**src/rtl/phr_pkg.sv**
```systemverilog
// Shared types and constants for the PPG heart-rate detector.
`timescale 1ns / 1ps
package phr_pkg;
    localparam logic [2:0] CFG_ENTER   = 3'd0;
    localparam logic [2:0] CFG_EXIT    = 3'd1;
    localparam logic [2:0] CFG_PNEED   = 3'd2;
    localparam logic [2:0] CFG_ANEED   = 3'd3;
    localparam logic [2:0] CFG_PFLOOR  = 3'd4;
    localparam logic [2:0] CFG_SFLOOR  = 3'd5;
    localparam logic [2:0] CFG_MINIV   = 3'd6;
    localparam logic [2:0] CFG_MAXIV   = 3'd7;

    // divider request / answer between the top level and the serial divider
    typedef struct packed {
        logic        start;
        logic [31:0] num;
        logic [31:0] den;
    } t_div_req;

    typedef struct packed {
        logic        done;
        logic [31:0] quo;
    } t_div_rsp;
endpackage

```
**src/rtl/ppg_heart_rate_detector.sv**
```systemverilog
// PPG heart-rate detector top level.
`timescale 1ns / 1ps
// Usage:
//  s_axis carries one raw IR sample per transfer (tdata[17:0]).
//  m_axis returns one result per sample; tdata from bit 0 up: finger_present,
//  finger_changed, bpm_valid, bpm_value[15:0], ir_level_out[17:0].
//  Configuration is written through i_cfg_we / i_cfg_addr / i_cfg_data while idle.
//  Samples are handled one at a time: each passes the level, filter, AC, magnitude
//  and peak states before its result is registered (with the finger off it goes from
//  the filter state straight to output); s_axis is ready again in the cycle after that.
//  A beat inside the interval range runs the serial divider for the rate; if the
//  rate passes the jump test a second division forms the average.
//  s_axis_tready is high only in the idle state. A stalled receiver holds its
//  result in the output register; the next sample is still processed and then
//  waits, so the input stalls once two samples are held.
//  Reset clears all filter state and loads the default configuration.
module ppg_heart_rate_detector #(
    parameter int BPM_WINDOW     = 8,
    parameter int SAMPLE_RATE    = 100,
    parameter int BPM_JUMP_LIMIT = 20,
    parameter int DC_SHIFT       = 5,
    parameter int SMOOTH_SHIFT   = 2,
    parameter int LEVEL_SHIFT    = 4
) (
    input  logic        i_clk,
    input  logic        i_rst_n,
    input  logic        s_axis_tvalid,
    output logic        s_axis_tready,
    input  logic [23:0] s_axis_tdata,   // ir_sample[17:0]
    output logic        m_axis_tvalid,
    input  logic        m_axis_tready,
    output logic [39:0] m_axis_tdata,   // present, changed, bpm_valid, bpm[15:0], level[17:0]
    input  logic        i_cfg_we,
    input  logic [2:0]  i_cfg_addr,
    input  logic [25:0] i_cfg_data
);
    localparam int HW = (BPM_WINDOW > 1) ? $clog2(BPM_WINDOW) : 1;
    localparam int CW = $clog2(BPM_WINDOW + 1);
    localparam int SW = 16 + HW;        // sum of up to BPM_WINDOW 16-bit rates
    localparam logic [31:0] RATE_NUM = 32'(60 * SAMPLE_RATE * 256);
    localparam logic [31:0] JUMP = 32'(BPM_JUMP_LIMIT * 256);

    localparam logic [3:0] S_IDLE = 4'd0, S_LVL = 4'd1, S_FLT = 4'd2, S_AC = 4'd3,
        S_MAG = 4'd4, S_PEAK = 4'd5, S_DIV1 = 4'd6, S_JMP = 4'd7, S_DIV2 = 4'd8,
        S_OUT = 4'd9;

    logic [3:0]  r_state;
    logic [17:0] r_enter, r_exit;
    logic [7:0]  r_pneed, r_aneed;
    logic [25:0] r_pfloor, r_sfloor;
    logic [11:0] r_miniv, r_maxiv;

    logic signed [31:0] r_x, r_lvl, r_dc, r_ac, r_mag;
    logic signed [31:0] r_win [3];
    logic [1:0]  r_fill, r_slot;
    logic        r_on, r_chg, r_lpv, r_lrv, r_bv;
    logic [7:0]  r_prun, r_arun;
    logic [31:0] r_cnt, r_lps;
    logic [15:0] r_hist [BPM_WINDOW];
    logic [CW-1:0] r_rcnt;
    logic [HW-1:0] r_rslot;
    logic [SW-1:0] r_sum;
    logic [15:0] r_lrate, r_bpm, r_rate;
    logic        r_ovalid;
    logic [39:0] r_odata;

    phr_pkg::t_div_req n_req;
    phr_pkg::t_div_rsp w_rsp;

    phr_divider u_div (.i_clk(i_clk), .i_rst_n(i_rst_n), .i_req(n_req), .o_rsp(w_rsp));

    function automatic logic signed [31:0] filt(logic signed [31:0] x,
                                                logic signed [31:0] t, int sh);
        logic signed [31:0] d;
        d = t - x;
        return x + (d >>> sh);
    endfunction

    // combinational helpers
    logic signed [31:0] w_lvl, w_dc, w_ac, w_sac, w_abs, w_mag;
    logic signed [31:0] w_a, w_b, w_c, w_dyn, w_m3;
    logic [31:0] w_iv;
    logic        w_pk, w_peak, w_inr, w_beat, w_take, w_full;
    logic        w_enter, w_leave, w_on_nx, w_out_go;
    logic [31:0] w_d;
    logic [HW-1:0] w_s;
    logic [CW-1:0] w_ncnt;
    logic [SW-1:0] w_nsum;

    always_comb begin
        w_lvl = filt(r_lvl, r_x, LEVEL_SHIFT);
        w_dc  = filt(r_dc, r_x, DC_SHIFT);
        w_ac  = r_x - r_dc;
        w_sac = filt(r_ac, w_ac, SMOOTH_SHIFT);
        w_abs = r_ac[31] ? -r_ac : r_ac;
        w_mag = filt(r_mag, w_abs, LEVEL_SHIFT);
        w_enter = !r_on && (r_prun >= r_pneed);
        w_leave = r_on && (r_arun >= r_aneed);
        w_on_nx = w_enter || (r_on && !w_leave);
        w_a = r_win[r_slot];
        w_b = r_win[(r_slot == 2'd2) ? 2'd0 : r_slot + 2'd1];
        w_c = r_win[(r_slot == 2'd0) ? 2'd2 : r_slot - 2'd1];
        // 3*m/5 with m >= 0: reciprocal multiply, exact for m < 2^28
        w_m3 = 32'((64'(r_mag) * 64'd3 * 64'd858993460) >> 32);
        w_dyn = (w_m3 < $signed({6'd0, r_pfloor})) ? $signed({6'd0, r_pfloor}) : w_m3;
        w_pk = (w_b > w_a) && (w_b > w_c) && ((w_b - w_a) > $signed({6'd0, r_sfloor}))
            && ((w_b - w_c) > $signed({6'd0, r_sfloor})) && (w_b > w_dyn);
        w_peak = (r_fill == 2'd3) && w_pk;
        w_iv = r_cnt - r_lps;
        w_inr = (w_iv >= {20'd0, r_miniv}) && (w_iv <= {20'd0, r_maxiv});
        w_beat = w_peak && r_lpv && w_inr;
        w_d  = ({16'd0, r_rate} > {16'd0, r_lrate}) ? {16'd0, r_rate - r_lrate}
                                                    : {16'd0, r_lrate - r_rate};
        w_take = !(r_lrv && (w_d > JUMP));
        w_s  = r_rslot;
        w_full = r_rcnt >= CW'(BPM_WINDOW);
        w_ncnt = w_full ? r_rcnt : r_rcnt + CW'(1);
        w_nsum = w_full ? r_sum - SW'(r_hist[w_s]) + SW'(r_rate)
                        : r_sum + SW'(r_rate);
        w_out_go = (r_state == S_OUT) && (!r_ovalid || m_axis_tready);
    end

    assign s_axis_tready = (r_state == S_IDLE);
    assign m_axis_tvalid = r_ovalid;
    assign m_axis_tdata  = r_odata;

    always_comb begin
        n_req.start = 1'b0;
        n_req.num = RATE_NUM;
        n_req.den = w_iv;
        if (r_state == S_PEAK && w_beat && w_iv != 32'd0)
            n_req.start = 1'b1;
        if (r_state == S_JMP && w_take) begin
            n_req.start = 1'b1;
            n_req.num = 32'(w_nsum);
            n_req.den = 32'(w_ncnt);
        end
    end

    always_ff @(posedge i_clk) begin
        if (!i_rst_n) begin
            r_state <= S_IDLE;
            r_enter <= 18'd50000; r_exit <= 18'd30000;
            r_pneed <= 8'd10; r_aneed <= 8'd10;
            r_pfloor <= 26'd5120; r_sfloor <= 26'd256;
            r_miniv <= 12'd30; r_maxiv <= 12'd150;
            r_lvl <= '0; r_dc <= '0; r_ac <= '0; r_mag <= '0;
            r_on <= 1'b0; r_prun <= '0; r_arun <= '0;
            r_fill <= '0; r_slot <= '0; r_cnt <= '0; r_lps <= '0;
            r_lpv <= 1'b0; r_rcnt <= '0; r_rslot <= '0; r_sum <= '0;
            r_lrate <= '0; r_lrv <= 1'b0; r_ovalid <= 1'b0;
        end else begin
            if (i_cfg_we) begin
                unique case (i_cfg_addr)
                    phr_pkg::CFG_ENTER:  r_enter  <= i_cfg_data[17:0];
                    phr_pkg::CFG_EXIT:   r_exit   <= i_cfg_data[17:0];
                    phr_pkg::CFG_PNEED:  r_pneed  <= i_cfg_data[7:0];
                    phr_pkg::CFG_ANEED:  r_aneed  <= i_cfg_data[7:0];
                    phr_pkg::CFG_PFLOOR: r_pfloor <= i_cfg_data;
                    phr_pkg::CFG_SFLOOR: r_sfloor <= i_cfg_data;
                    phr_pkg::CFG_MINIV:  r_miniv  <= i_cfg_data[11:0];
                    phr_pkg::CFG_MAXIV:  r_maxiv  <= i_cfg_data[11:0];
                    default: ;
                endcase
            end
            if (w_out_go) r_ovalid <= 1'b1;
            else if (m_axis_tready) r_ovalid <= 1'b0;
            unique case (r_state)
                S_IDLE: begin
                    if (s_axis_tvalid) begin
                        r_x <= $signed({6'd0, s_axis_tdata[17:0], 8'd0});
                        r_cnt <= r_cnt + 32'd1;
                        r_chg <= 1'b0; r_bv <= 1'b0; r_bpm <= '0;
                        r_state <= S_LVL;
                    end
                end
                S_LVL: begin
                    r_lvl <= w_lvl;
                    if (w_lvl >= $signed({6'd0, r_enter, 8'd0})) begin
                        if (r_prun != 8'hFF) r_prun <= r_prun + 8'd1;
                        r_arun <= '0;
                    end else if (w_lvl <= $signed({6'd0, r_exit, 8'd0})) begin
                        if (r_arun != 8'hFF) r_arun <= r_arun + 8'd1;
                        r_prun <= '0;
                    end
                    r_state <= S_FLT;
                end
                S_FLT: begin
                    if (w_enter) begin
                        r_on <= 1'b1; r_arun <= '0; r_chg <= 1'b1;
                    end else if (w_leave) begin
                        r_on <= 1'b0; r_prun <= '0; r_chg <= 1'b1;
                    end
                    // finger coming on, or finger off: beat state starts over
                    if (w_enter || !w_on_nx) begin
                        r_fill <= '0; r_slot <= '0; r_lpv <= 1'b0;
                        r_rcnt <= '0; r_rslot <= '0; r_sum <= '0;
                        r_lrate <= '0; r_lrv <= 1'b0;
                    end
                    if (w_on_nx) begin
                        r_dc <= w_enter ? r_x : w_dc;
                        if (w_enter) r_ac <= '0;
                        r_state <= S_AC;
                    end else begin
                        r_dc <= r_x; r_ac <= '0; r_mag <= '0;
                        r_state <= S_OUT;
                    end
                end
                S_AC: begin
                    r_ac <= w_sac;
                    r_win[r_slot] <= w_sac;
                    r_slot <= (r_slot == 2'd2) ? 2'd0 : r_slot + 2'd1;
                    if (r_fill != 2'd3) r_fill <= r_fill + 2'd1;
                    r_state <= S_MAG;
                end
                S_MAG: begin
                    r_mag <= w_mag;
                    r_state <= S_PEAK;
                end
                S_PEAK: begin
                    if (w_peak) begin
                        r_lpv <= 1'b1;
                        if (!r_lpv || w_inr || w_iv > {20'd0, r_maxiv}) r_lps <= r_cnt;
                    end
                    if (w_beat && w_iv == 32'd0) r_rate <= 16'hFFFF;
                    if (w_beat) r_state <= (w_iv == 32'd0) ? S_JMP : S_DIV1;
                    else r_state <= S_OUT;
                end
                S_DIV1: begin
                    if (w_rsp.done) begin
                        r_rate <= (|w_rsp.quo[31:16]) ? 16'hFFFF : w_rsp.quo[15:0];
                        r_state <= S_JMP;
                    end
                end
                S_JMP: begin
                    if (w_take) begin
                        r_hist[w_s] <= r_rate;
                        r_sum <= w_nsum;
                        r_rcnt <= w_ncnt;
                        r_rslot <= (w_s == HW'(BPM_WINDOW - 1)) ? '0 : w_s + HW'(1);
                        r_state <= S_DIV2;
                    end else begin
                        r_state <= S_OUT;
                    end
                end
                S_DIV2: begin
                    if (w_rsp.done) begin
                        r_lrate <= w_rsp.quo[15:0]; r_lrv <= 1'b1;
                        r_bv <= 1'b1; r_bpm <= w_rsp.quo[15:0];
                        r_state <= S_OUT;
                    end
                end
                S_OUT: begin
                    if (w_out_go) begin
                        r_odata <= {3'd0, r_lvl[25:8], r_bpm, r_bv, r_chg, r_on};
                        r_state <= S_IDLE;
                    end
                end
                default: r_state <= S_IDLE;
            endcase
        end
    end
endmodule

```
**src/rtl/phr_divider.sv**
```systemverilog
// Restoring divider, one quotient bit per cycle.
`timescale 1ns / 1ps
module phr_divider (
    input  logic              i_clk,
    input  logic              i_rst_n,
    input  phr_pkg::t_div_req i_req,
    output phr_pkg::t_div_rsp o_rsp
);
    logic [31:0] r_quo, r_den;
    logic [32:0] r_rem;
    logic [5:0]  r_cnt;
    logic        r_busy, r_done;
    logic [32:0] n_rem;
    logic [32:0] n_try;

    always_comb begin
        n_rem = {r_rem[31:0], r_quo[31]};
        n_try = n_rem - {1'b0, r_den};
    end

    always_ff @(posedge i_clk) begin
        if (!i_rst_n) begin
            r_busy <= 1'b0;
            r_done <= 1'b0;
            r_cnt  <= '0;
        end else begin
            r_done <= 1'b0;
            if (i_req.start) begin
                r_busy <= 1'b1;
                r_quo  <= i_req.num;
                r_den  <= i_req.den;
                r_rem  <= '0;
                r_cnt  <= 6'd32;
            end else if (r_busy) begin
                if (!n_try[32]) begin
                    r_rem <= n_try;
                    r_quo <= {r_quo[30:0], 1'b1};
                end else begin
                    r_rem <= n_rem;
                    r_quo <= {r_quo[30:0], 1'b0};
                end
                r_cnt <= r_cnt - 6'd1;
                if (r_cnt == 6'd1) begin
                    r_busy <= 1'b0;
                    r_done <= 1'b1;
                end
            end
        end
    end

    assign o_rsp.done = r_done;
    assign o_rsp.quo  = r_quo;
endmodule
```
**config.mk**
```make
export PLATFORM = sky130hd
export DESIGN_NAME = ppg_heart_rate_detector
export DESIGN_NICKNAME = d
export VERILOG_FILES = /design/src/rtl/phr_pkg.sv /design/src/rtl/ppg_heart_rate_detector.sv /design/src/rtl/phr_divider.sv
export SDC_FILE = /design/constraint.sdc
export NUM_CORES = 2
export LEC_CHECK = 0
export ABC_AREA = 1
export ABC_CLOCK_PERIOD_IN_PS = 18400
export BUFFER_PORTS_ARGS = -buffer_cell sky130_fd_sc_hd__clkbuf_2
export CAP_MARGIN = 0
export CORE_MARGIN = 2
export CORE_UTILIZATION = 65
export CTS_CLUSTER_SIZE = 8
export DETAILED_ROUTE_END_ITERATION = 16
export GPL_TIMING_DRIVEN = 0
export PLACE_DENSITY = 0.86
export SLEW_MARGIN = 10
export SYNTH_ARGS = -nofsm -noshare
export SYNTH_HDL_FRONTEND = slang
export SYNTH_HIERARCHICAL = 1
export SYNTH_SLANG_ARGS = --single-unit
export TNS_END_PERCENT = 5
```
**constraint.sdc**
```tcl
create_clock -name i_clk -period 18.4 [get_ports i_clk]
set_input_delay 1.84 -clock i_clk [delete_from_list [all_inputs] [get_ports i_clk]]
set_output_delay 1.84 -clock i_clk [all_outputs]
set_load 0.05 [all_outputs]
```
# ---- Word level (Yosys, flattened, before mapping)
# Memories as Yosys holds them, arrays and structs flattened. A register that Yosys moved wholly into a read port is not among the register bits.
# Index checks and enable logic that the tools add are counted.
dict set report op_classes {
  n_reduce_logical 76
  order_cmp 16
  mul 2
  eq_ne 41
  muxes 95
  add_sub_neg 27
  bitwise_logic 2
}
# op n
set ops {}
lappend ops {{$mux 32} 11}
lappend ops {{$sub 32x32->32} 5}
lappend ops {{$pmux 32 s2} 2}
lappend ops {{$mux 16} 7}
lappend ops {{$gt 32x32->1} 3}
lappend ops {{$pmux 16 s2} 3}
lappend ops {{$mux 8} 9}
lappend ops {{$mux 65} 1}
lappend ops {{$add 32x28->32} 2}
lappend ops {{$gt 32x27->1} 2}
lappend ops {{$mul 64x28->62 const B} 1}
lappend ops {{$sub 27x32->32} 2}
lappend ops {{$mux 19} 3}
lappend ops {{$pmux 4 s10} 1}
lappend ops {{$add 19x16->19} 2}
lappend ops {{$pmux 19 s2} 1}
lappend ops {{$mux 4} 9}
lappend ops {{$mul 32x3->35 const B} 1}
lappend ops {{$sub 33x32->33} 1}
lappend ops {{$add 32x1->32 const B} 1}
lappend ops {{$add 32x27->32} 1}
lappend ops {{$add 32x30->32} 1}
lappend ops {{$ge 32x12->1} 1}
lappend ops {{$ge 32x27->1} 1}
lappend ops {{other kinds (56)} 188}
dict set report totals {
  wordCells 302
  register_bits 583
  mem_count 2
  out_inout_bits 42
  inputBits 58
  ram_bits 224
}
# memory depth word_bits read_ports rd_ports_with_merged_regs wr line_no
set memory_table {}
lappend memory_table {r_hist 8 16 1 1 1 ppg_heart_rate_detector.sv:59} ;# logic [15:0] r_hist [BPM_WINDOW];
lappend memory_table {r_win 3 32 3 1 1 ppg_heart_rate_detector.sv:54} ;# logic signed [31:0] r_win [3];

# ---- Depth between registers and ports, before layout
# An unclocked memory read counts as a cell.
dict set report logic_depth {
  depth_word 17
  ltp_mapped 79
  mapped_depth_nobuf 76
}

# ---- Modules after synthesis
# The synthesis kept the hierarchy.
# mod area_per_inst_um2 n_inst cells_per_inst
set modules_own_cells {}
lappend modules_own_cells {ppg_heart_rate_detector 76404.5 1 10485}
lappend modules_own_cells {phr_divider 7001.7 1 969}

# ---- Worst setup path before layout
# Ideal clock, no wire load.
dict set report synth_path {
  kind {flip-flop to flip-flop}
  startpoint {register r_mag[0]}
  endpoint {register u_div.r_quo[0] (enable)}
  period_less_slack_ns 14.232
  path_stages_with_launch 63
  path_slack_ns 4.168
  required_time_ns 17.977
  arrival_ns 13.809
  setup_time_ns 0.423
  path_cell_list {dfxtp_1 -> ha_1 -> ha_1 -> inv_1 -> fa_1 -> nor2_1 -> nor2_1 -> inv_1 -> nand3_1 -> nand3_1 -> nand2_1 -> o211ai_1 -> a21o_1 -> a21o_1 -> nand2_1 -> xor2_1 -> ha_1 -> inv_1 -> [27 not listed] -> nand2_1 -> o21ai_0 -> ha_1 -> a21oi_1 -> o21ai_0 -> a21o_1 -> nor2_1 -> nand2_1 -> a21oi_1 -> nand3_1 -> nor2_1 -> nand2_1 -> nor2_2 -> nand4_1 -> o21ai_0 -> clkbuf_1 -> nand2_1 -> nand2_1}
}
# item line_no
set synth_rtl {}
lappend synth_rtl {{from (decl)} ppg_heart_rate_detector.sv:53} ;# logic signed [31:0] r_x, r_lvl, r_dc, r_ac, r_mag;
lappend synth_rtl {{from (signal assigned)} ppg_heart_rate_detector.sv:217} ;# r_mag <= w_mag;
lappend synth_rtl {{to (signal assigned)} phr_divider.sv:30} ;# r_quo <= i_req.num;
lappend synth_rtl {{to (signal assigned)} phr_divider.sv:37} ;# r_quo <= {r_quo[30:0], 1'b1};
lappend synth_rtl {{to (signal assigned)} phr_divider.sv:40} ;# r_quo <= {r_quo[30:0], 1'b0};
lappend synth_rtl {{to (decl)} phr_divider.sv:9} ;# logic [31:0] r_quo, r_den;

==> results.md <==
- Initial core utilization: 65.4%
- Total gr overflow: 0
- Seq pwr share: 14.9%
- # DRC: 0
- Ranking of synthesized cells by area: edfxtp_1 (15%), ha_1 (14%), nand2_1 (11%)
- Largest net degree at the start of global routing: 65
- Critical Path RT: 18.78 ns
- Critical path's slowest cell: dfxtp_1
- Clk_skew: about 0.12 ns
- CTS Hold Bufs: 0
- RSZ-0062 raised after global routing: false
- Max transition margin: around a tenth
- Layout area overhead: 7.68%
- Worst-Margin Slew: roughly 1.3 ns
- Num ports: 100
- Netlist cell types: 74
- Sequential element share of the synthesized area: between 20% and 30%
- Routed Antenna Nets: 0
- CTS tree: built
- Final Util: a little over 70%
- Layout Cell Area excl Fill: 0.0898 mm^2
- Clk pwr share: 13.2%
- Critical path type: register to register
- Clock Latency Late Sink: 0.81 ns
- CP max stage delay: 0.99 ns
- Post-synth EDFFs: 409
- Ys flop type: edfxtp_1
- Max-Cap Viols: 0
- Drt via density: about 6.0
- Vias: 80,100
- Minimum clock period: between 15 and 20 ns
- Gp weighted congestion: approximately 1.1
- Vias in the first global route: 77,200
- WL per Instance: ~21 um
- Endpoints failing hold: 0
- Dpl hpwl: ~230,000 um
- Switching power: 8610 uW
- Worst Setup Start Kind: register
- Postcts setup bufs: 0
- Share of cells above drive strength 1: roughly 3.3%
- Final period util: between 90% and 100%
- Placed Area: ~0.086 mm^2
- Synthesized area: 0.0834 mm^2
- 1st-iter DRT viols: between 10,000 and 15,000
- CP endpoint kind: register
- Mean cell area of the mapped netlist: about 7.3 um^2
- Die X: approximately 360 um
- Switching part of the total: a little over half
- Crit-path max FO: 32
- Rows: 131
- Warnings, synthesis: 6
- Critical Path AT: 17.81 ns
- Root Driver: clkbuf_16
- CTS resizes: 0
- Top post-synthesis cells by count: nand2_1 (2,519), inv_1 (2,136), a21oi_1 (1,052)
- Placed cell count: 13,200
- Core Area: between 0.1 and 0.15 mm^2
- Cell Count, Final, Fillers Out: between 10,000 and 15,000
- Most common cell in the netlist: nand2_1
- Synth Instances: between 10,000 and 15,000
- IO buf count: between 80 and 90
- Setup violations, final: 0
- Comb pwr share: 71.9%
- Peak supply drop: ~0.24 mV
- First-pass GRT wire length: 431,000 um
- Clk sinks: 812
- Post-synthesis register bit count: between 800 and 900
- Cell taking the most area after synthesis: edfxtp_1
- Reg clk slew, reported paths: 0.06 ns
- Final WL: 282,000 um
- Longest Clk Path Bufs: 3
- Die height: between 300 and 400 um
- Yosys top cell area share: 14.7%
- P_int: ~7100 uW
- Pins over their slew limit: 0
- Final Power: around 16,000 uW
- Num CTS Buffers: roughly 120
- GRT Util Overall: a little over two fifths
- Pre-antenna DRT Iters: 9
- Die area: 0.131 mm^2
- Htree depth: 3
- Final #Nets: roughly 13,000
- Initial antenna violation count: 9
- Asr flop ratio synth: 0%
- F_max: 57.4 MHz
- Setup TNS: 0 ns
- Hold crit path type: register to register
- Static Leak: 0.0449 uW
- Status: completed
- Pwr per Cell Area: roughly 180 mW/mm^2
[kinds of logic (layout without fill, tap and decap cells)]
family	after synthesis	after routing	share of synthesized area (%)
AND/OR/NAND/NOR	4284	4284	21.0
buffers and inverters	2388	2692	10.9
AO/OA/AOI/OAI	2125	2125	13.8
adder cells (fa/ha/maj)	1417	1417	25.4
flip-flops	812	812	24.4
XOR/XNOR	427	427	4.49
other	1	18	0.00450
[area by class of cell]
| class | count | area [um^2] |
|---|---|---|
| Fill cell | 10600 | 37700 |
| Timing Repair Buffer | 106 | 692 |
| Clock inverter | 12 | 262 |
| Sequential cell | 812 | 20300 |
| Antenna cell | 3 | 7.51 |
| Multi-Input combinational cell | 8268 | 54100 |
| Clock buffer | 186 | 3200 |
| Tap cell | 1662 | 2080 |
| Inverter | 2163 | 8120 |
| Buffer | 225 | 973 |
[power by group through the flow]
stage          logic (uW)  clock network [uW]  registers (uW)
5_1_grt             12400                2140            2350
3_3_place_gp        10500                   0            2370
3_5_place_dp        10900                   0            2370
6_report            11300                2070            2350
4_1_cts             11000                2060            2340
2_1_floorplan        7730                   0            2310
[worst paths after layout]
path                                       startpoint                        end  slack, ns  cells after the start
worst max register to register  r_mag[0]$_SDFFE_PN0P_  u_div/r_den[17]$_DFFE_PP_       0.97                     60
worst min-delay path                   r_bv$_DFFE_PP_  m_axis_tdata[2]$_DFFE_PP_       0.41                      0
worst max-delay path            r_mag[0]$_SDFFE_PN0P_  u_div/r_den[17]$_DFFE_PP_       0.97                     60
worst min register to register         r_bv$_DFFE_PP_  m_axis_tdata[2]$_DFFE_PP_       0.41                      0
[layout by cell type (no fill, tap or decap), types with 15 or more instances in the layout]
| master | instances |
|---|---|
| clkbuf_16 | 115 |
| inv_1 | 2136 |
| o21ai_1 | 19 |
| buf_2 | 18 |
| or2_2 | 16 |
| o211ai_1 | 61 |
| clkbuf_1 | 236 |
| edfxtp_1 | 409 |
| a211oi_1 | 20 |
| o21a_1 | 25 |
| fa_1 | 458 |
| ha_1 | 959 |
| o22ai_1 | 51 |
| o21bai_1 | 36 |
| nor3_1 | 132 |
| buf_6 | 16 |
| conb_1 | 15 |
| clkbuf_2 | 90 |
| a21oi_1 | 1050 |
| dfxtp_1 | 403 |
| xnor2_1 | 123 |
| nand2_1 | 2518 |
| o21ai_0 | 680 |
| nor2_2 | 17 |
| a21o_1 | 59 |
| nand3b_1 | 40 |
| xor2_1 | 302 |
| buf_1 | 18 |
| a31oi_1 | 48 |
| nor4_1 | 38 |
| inv_2 | 21 |
| nand3_1 | 313 |
| nand4_1 | 104 |
| nor2_1 | 1018 |
[metal layers]
layer	GRT usage [%]	vias to the layer above	wire length (um)
li1	-	37400	-
met1	55.1	37400	111000
met2	67.0	4474	124000
met3	8.27	861	30600
met4	22.0	4	16800
met5	0	-	23
[flip-flops by register name (all words and copies together), names as in the netlist, 16 cells and up, named ones only]
register and cells:
r_cnt 32, u_div/r_rem 32, r_pfloor 26, r_hist 128, r_lps 32, r_sfloor 26
r_mag 32, u_div/r_quo 32, r_dc 32, m_axis_tdata 37, r_bpm 16, r_lrate 16
r_sum 19, u_div/r_den 32, r_lvl 32, r_win 96, r_exit 18, r_rate 16
r_enter 18, r_ac 32, r_x 18
[worst max-delay path, delay by kind of cell (launching register included)]
kind                       cells  cell delay (ns)
adders and majority gates     14             5.75
xor gates and xnor gates       2             0.84
AOI/OAI and AO/OA             13             2.91
buffers and inverters         10             2.65
and+or+nand+nor               21             3.78
DFF                            1             0.99
[stage by stage]
step           hold slack [ns]  setup slack [ns]
3_5_place_dp             0.405              1.62
6_report                 0.413             0.970
2_1_floorplan            0.400              4.17
4_1_cts                  0.416              1.46
5_1_grt                  0.423             0.301
3_3_place_gp             0.406            -0.875
No activity file was read; power rests on OpenSTA's default activity.
